### src/rtl/core/hrc_pkg.sv
// hrc_pkg: shared types and constants for the hash route cache
// transaction payloads, slot entry layout, controller command and status groups
// no dependencies
package hrc_pkg;

   localparam int SLOTS_DEF     = 256;
   localparam int MAX_PROBE_DEF = 4;

   localparam int OP_W    = 2;
   localparam int HASH_W  = 64;
   localparam int LEN_W   = 32;
   localparam int ROUTE_W = 8;
   localparam int STAMP_W = 64;
   localparam int CNT_W   = 32;

   localparam logic [OP_W-1:0] OP_LOOKUP = 2'd0;
   localparam logic [OP_W-1:0] OP_INSERT = 2'd1;
   localparam logic [OP_W-1:0] OP_FLUSH  = 2'd2;

   typedef struct packed {
      logic [OP_W-1:0]    opcode;
      logic [HASH_W-1:0]  key_hash;
      logic [LEN_W-1:0]   query_length;
      logic [ROUTE_W-1:0] new_route;
   } req_type;

   typedef struct packed {
      logic               hit;
      logic [ROUTE_W-1:0] cached_route;
      logic               evicted;
      logic [CNT_W-1:0]   hit_count;
      logic [CNT_W-1:0]   miss_count;
      logic [CNT_W-1:0]   insert_count;
      logic [CNT_W-1:0]   eviction_count;
   } rsp_type;

   typedef struct packed {
      logic [HASH_W-1:0]  hash;
      logic [LEN_W-1:0]   length;
      logic [ROUTE_W-1:0] route;
      logic [STAMP_W-1:0] stamp;
   } entry_type;

   typedef struct packed {
      logic accept;
      logic load_slot;
      logic probe_en;
      logic clear_en;
      logic load_rsp;
   } cmd_type;

   typedef struct packed {
      logic req_flush;
      logic req_probe;
      logic home_done;
      logic decided;
      logic clear_done;
   } sts_type;

endpackage

### src/rtl/core/hrc_ctrl.sv
// hrc_ctrl: sequencing state machine of the hash route cache
// drives handshakes and datapath commands from datapath status
// depends on hrc_pkg
module hrc_ctrl import hrc_pkg::*; (
   input  logic    clock,
   input  logic    reset,
   input  logic    req_valid,
   output logic    req_stall,
   output logic    rsp_valid,
   input  logic    rsp_stall,
   output cmd_type cmd,
   input  sts_type sts
);

   typedef enum logic [5:0] {
      ST_CLEAR  = 6'b000001,
      ST_IDLE   = 6'b000010,
      ST_HASH   = 6'b000100,
      ST_PROBE  = 6'b001000,
      ST_FLUSH  = 6'b010000,
      ST_FINISH = 6'b100000
   } state_type;

   state_type state_ff;
   state_type state_in;
   logic      rsp_valid_ff;
   logic      rsp_valid_in;

   always_comb begin
      state_in = state_ff;
      cmd      = '0;
      unique case (state_ff)
         ST_CLEAR: begin
            cmd.clear_en = 1'b1;
            if (sts.clear_done) begin
               state_in = ST_IDLE;
            end
         end
         ST_IDLE: begin
            if (req_valid) begin
               cmd.accept = 1'b1;
               if (sts.req_flush) begin
                  state_in = ST_FLUSH;
               end else if (sts.req_probe) begin
                  state_in = ST_HASH;
               end else begin
                  state_in = ST_FINISH;
               end
            end
         end
         ST_HASH: begin
            if (sts.home_done) begin
               cmd.load_slot = 1'b1;
               state_in      = ST_PROBE;
            end
         end
         ST_PROBE: begin
            cmd.probe_en = 1'b1;
            if (sts.decided) begin
               state_in = ST_FINISH;
            end
         end
         ST_FLUSH: begin
            cmd.clear_en = 1'b1;
            if (sts.clear_done) begin
               state_in = ST_FINISH;
            end
         end
         ST_FINISH: begin
            if (!rsp_valid_ff || !rsp_stall) begin
               cmd.load_rsp = 1'b1;
               state_in     = ST_IDLE;
            end
         end
         default: begin
            state_in = ST_CLEAR;
         end
      endcase
   end

   assign rsp_valid_in = cmd.load_rsp | (rsp_valid_ff & rsp_stall);

   always_ff @(posedge clock) begin
      if (reset) begin
         state_ff     <= ST_CLEAR;
         rsp_valid_ff <= 1'b0;
      end else begin
         state_ff     <= state_in;
         rsp_valid_ff <= rsp_valid_in;
      end
   end

   assign req_stall = (state_ff != ST_IDLE);
   assign rsp_valid = rsp_valid_ff;

endmodule

### config.mk
export PLATFORM = sky130hd
export DESIGN_NAME = hrc_ctrl
export DESIGN_NICKNAME = d
export VERILOG_FILES = /design/src/rtl/core/hrc_pkg.sv /design/src/rtl/core/hrc_ctrl.sv
export SDC_FILE = /design/constraint.sdc
export NUM_CORES = 1
export LEC_CHECK = 0
export BUFFER_PORTS_ARGS = -buffer_cell sky130_fd_sc_hd__buf_2
export CORE_UTILIZATION = 30
export DETAILED_ROUTE_END_ITERATION = 8
export PLACE_DENSITY = 0.61
export SLEW_MARGIN = 20
export SYNTH_ARGS = -nofsm -noshare
export SYNTH_HDL_FRONTEND = slang
export SYNTH_SLANG_ARGS = --single-unit
### constraint.sdc
create_clock -name clock -period 3.1 [get_ports clock]
set_input_delay 0.155 -clock clock [delete_from_list [all_inputs] [get_ports clock]]
set_output_delay 0.155 -clock clock [all_outputs]
set_load 0.05 [all_outputs]
==> flow_summary.yaml <==
yosys:
  synth_top_area_share_pct: 29.9
  avgSynthCellArea_um2: 7.93
  ys_seq_area_share_pct: 29.9
  synth_edf_count: 0
  synth_ff_type: "dfxtp_1"
  synthesis.area_um2: 468
  ys_top_cells_by_area: "dfxtp_1, a21oi_1, or3_1"
  yosysTopAreaCell: "dfxtp_1"
  synth_seq_cells: 7
  synth_nets: 68
  ys_types: 28
  async_flop_share_pct: 0
  synthCells: 59
  ys_warn_count: 0
floorplanning:
  rows: 13
  pin_count: 16
  core_area_um2: 1380
  die_h_um: 41.5
  initial_core_util_pct: 33.8
  die_x_um: 41.5
  die-area_um2: 1720
pwr:
  total_power_w: 0.000241
  power.density_nw_per_um2: 419
  p_leak_nw: 0.230
  vdd_drop_max_v: 0.000160
finish:
  final_common_cell: "buf_2"
  drive_gt1_share_pct: 27.6
  area_growth_pct: 23.0
  fill_cells: 138
  layout_common_cells: "buf_2, dfxtp_1, nor2_1, inv_1, a21oi_1"
  nets: 86
  antenna_cells: 0
clocking:
  cts_resized: 0
  cts-buffers-inserted: 3
  cts_buffer_depth: 2
  cts_hold_buf: 0
  cts_max_level: 1
  worstSkewPairLatency_ns: 0.25
  post_cts_buffers: 0
  clkTransAtPathRegs_ns: 0.05
  cts_sinks: 7
  cts_root_buf: "clkbuf_4"
  cts_tree: "built"
critical_path:
  crit_path_start_kind: "register"
  crit_type: "reg2out"
  crit_required_ns: 2.94
  ff2ff_path_depth: 4
  arrival_ns: 2.05
  worstSetupEndpointType: "output port"
  worst-path-max-fanout: 7
global_route:
  grt.overflow.total: 0
  grt_pass1_wl_mm: 1.81
  track_usage_pct: 13.3
  grt_start_max_net_pins: 9
  grt_pass1_vias: 434
  antenna_found_initial: 0
place:
  dp_hpwl_um: 776
  gp_routability_congestion: 0.909
  io_buffers: 15
min_path:
  hold_depth: 2
  hold_class: "in2reg"
timing:
  period_needed_ns: 2.20
  hold_viol: 0
  final-max-slew-violation-count: 0
  slew_headroom_pct: 73.5
  max_freq_ghz: 0.454
  rsz0062_at_grt: "no"
  clock_skew_ns: 0.000811
  worstMarginPinSlew_ns: 0.397
  tns_ns: 0
  setup_violations: 0
  fin_crit_sh_pct: 71.0
detailed_routing:
  drc: 0
  via_per_inst: 5.40
  vias: 491
  finalWirelength_mm: 1.00
  routedWlPerCell_um: 11.0
  antenna_left: 0
  first_pass_iters: 4
  drt_iter0_markers: 3
flow_run:
  maxCapViolations: 0
status:
  outcome: "completed"
==> worst max-delay path, cell delays in order, from the launching register on <==
cell and delay, ns:
dfxtp_1 0.37, or4_4 0.58, or3_1 0.43, a21oi_1 0.14
buf_2 0.27
==> area by class of cell <==
cell class                 count  area (um2)  share of cell area [%]
sequential                     7         140                    24.3
tap                           15        18.8                    3.26
clock buffer                   4        26.3                    4.57
multi-input combinational     45         297                    51.5
inverter                       5        18.8                    3.26
timing repair buffer          15        75.1                    13.0
==> Yosys cell counts, types with 2 or more instances <==
master    count
a21oi_1       5
and2_1        2
dfxtp_1       7
inv_1         5
nor2_1        5
nor3_1        3
nor3b_1       3
nor4_1        2
o21bai_1      2
or3_1         4
or4_1         3
xnor2_1       2
==> through the flow <==
step	cells	setup slack, ns	hold WS (ns)	instance area [um2]	util [%]
after detailed placement	87	1.18	0.441	549	39.7
after floorplan	59	0.529	0.302	468	-
after global routing	91	0.746	0.185	576	41.6
final	91	0.897	0.181	576	41.6
after CTS	91	0.891	0.171	576	41.6
after global placement	87	1.19	0.443	549	39.7
==> final timing paths <==
path	from	endpoint	slack [ns]
min	reset	state_ff[2]$_SDFFE_PP0P_	0.18
max reg2reg	state_ff[4]$_SDFFE_PP0P_	state_ff[1]$_SDFFE_PP0P_	1.25
max	state_ff[4]$_SDFFE_PP0P_	cmd[0]	0.90
min reg2reg	state_ff[4]$_SDFFE_PP0P_	state_ff[4]$_SDFFE_PP0P_	0.59
==> registers in the layout, summed over array words and instances, names as in the netlist <==
name	cells
rsp_valid	1
state_ff	6
==> where the power goes <==
group          internal (W)  leakage, nW  switching [W]
Clock             0.0000492       0.0150      0.0000345
Combinational     0.0000236        0.158      0.0000354
Sequential        0.0000937       0.0569     0.00000456
Total              0.000167        0.230      0.0000745
==> routing by layer <==
metal	GRT usage, %	vias up	part of all wire [%]
met5	0	-	0
met4	9.68	0	0.60
met2	17.8	16	44
met1	19.0	220	49
li1	-	253	-
met3	1.74	2	7.0
==> kinds of logic after synthesis <==
| kind of cell | after synthesis | synth area share, % |
|---|---|---|
| and+or+nand+nor | 29 | 38.2 |
| AOI/OAI and AO/OA | 14 | 21.4 |
| DFF | 7 | 29.9 |
| buffers and inverters | 7 | 6.68 |
| xor gates and xnor gates | 2 | 3.74 |
No activity file was read; power rests on OpenSTA's default activity.
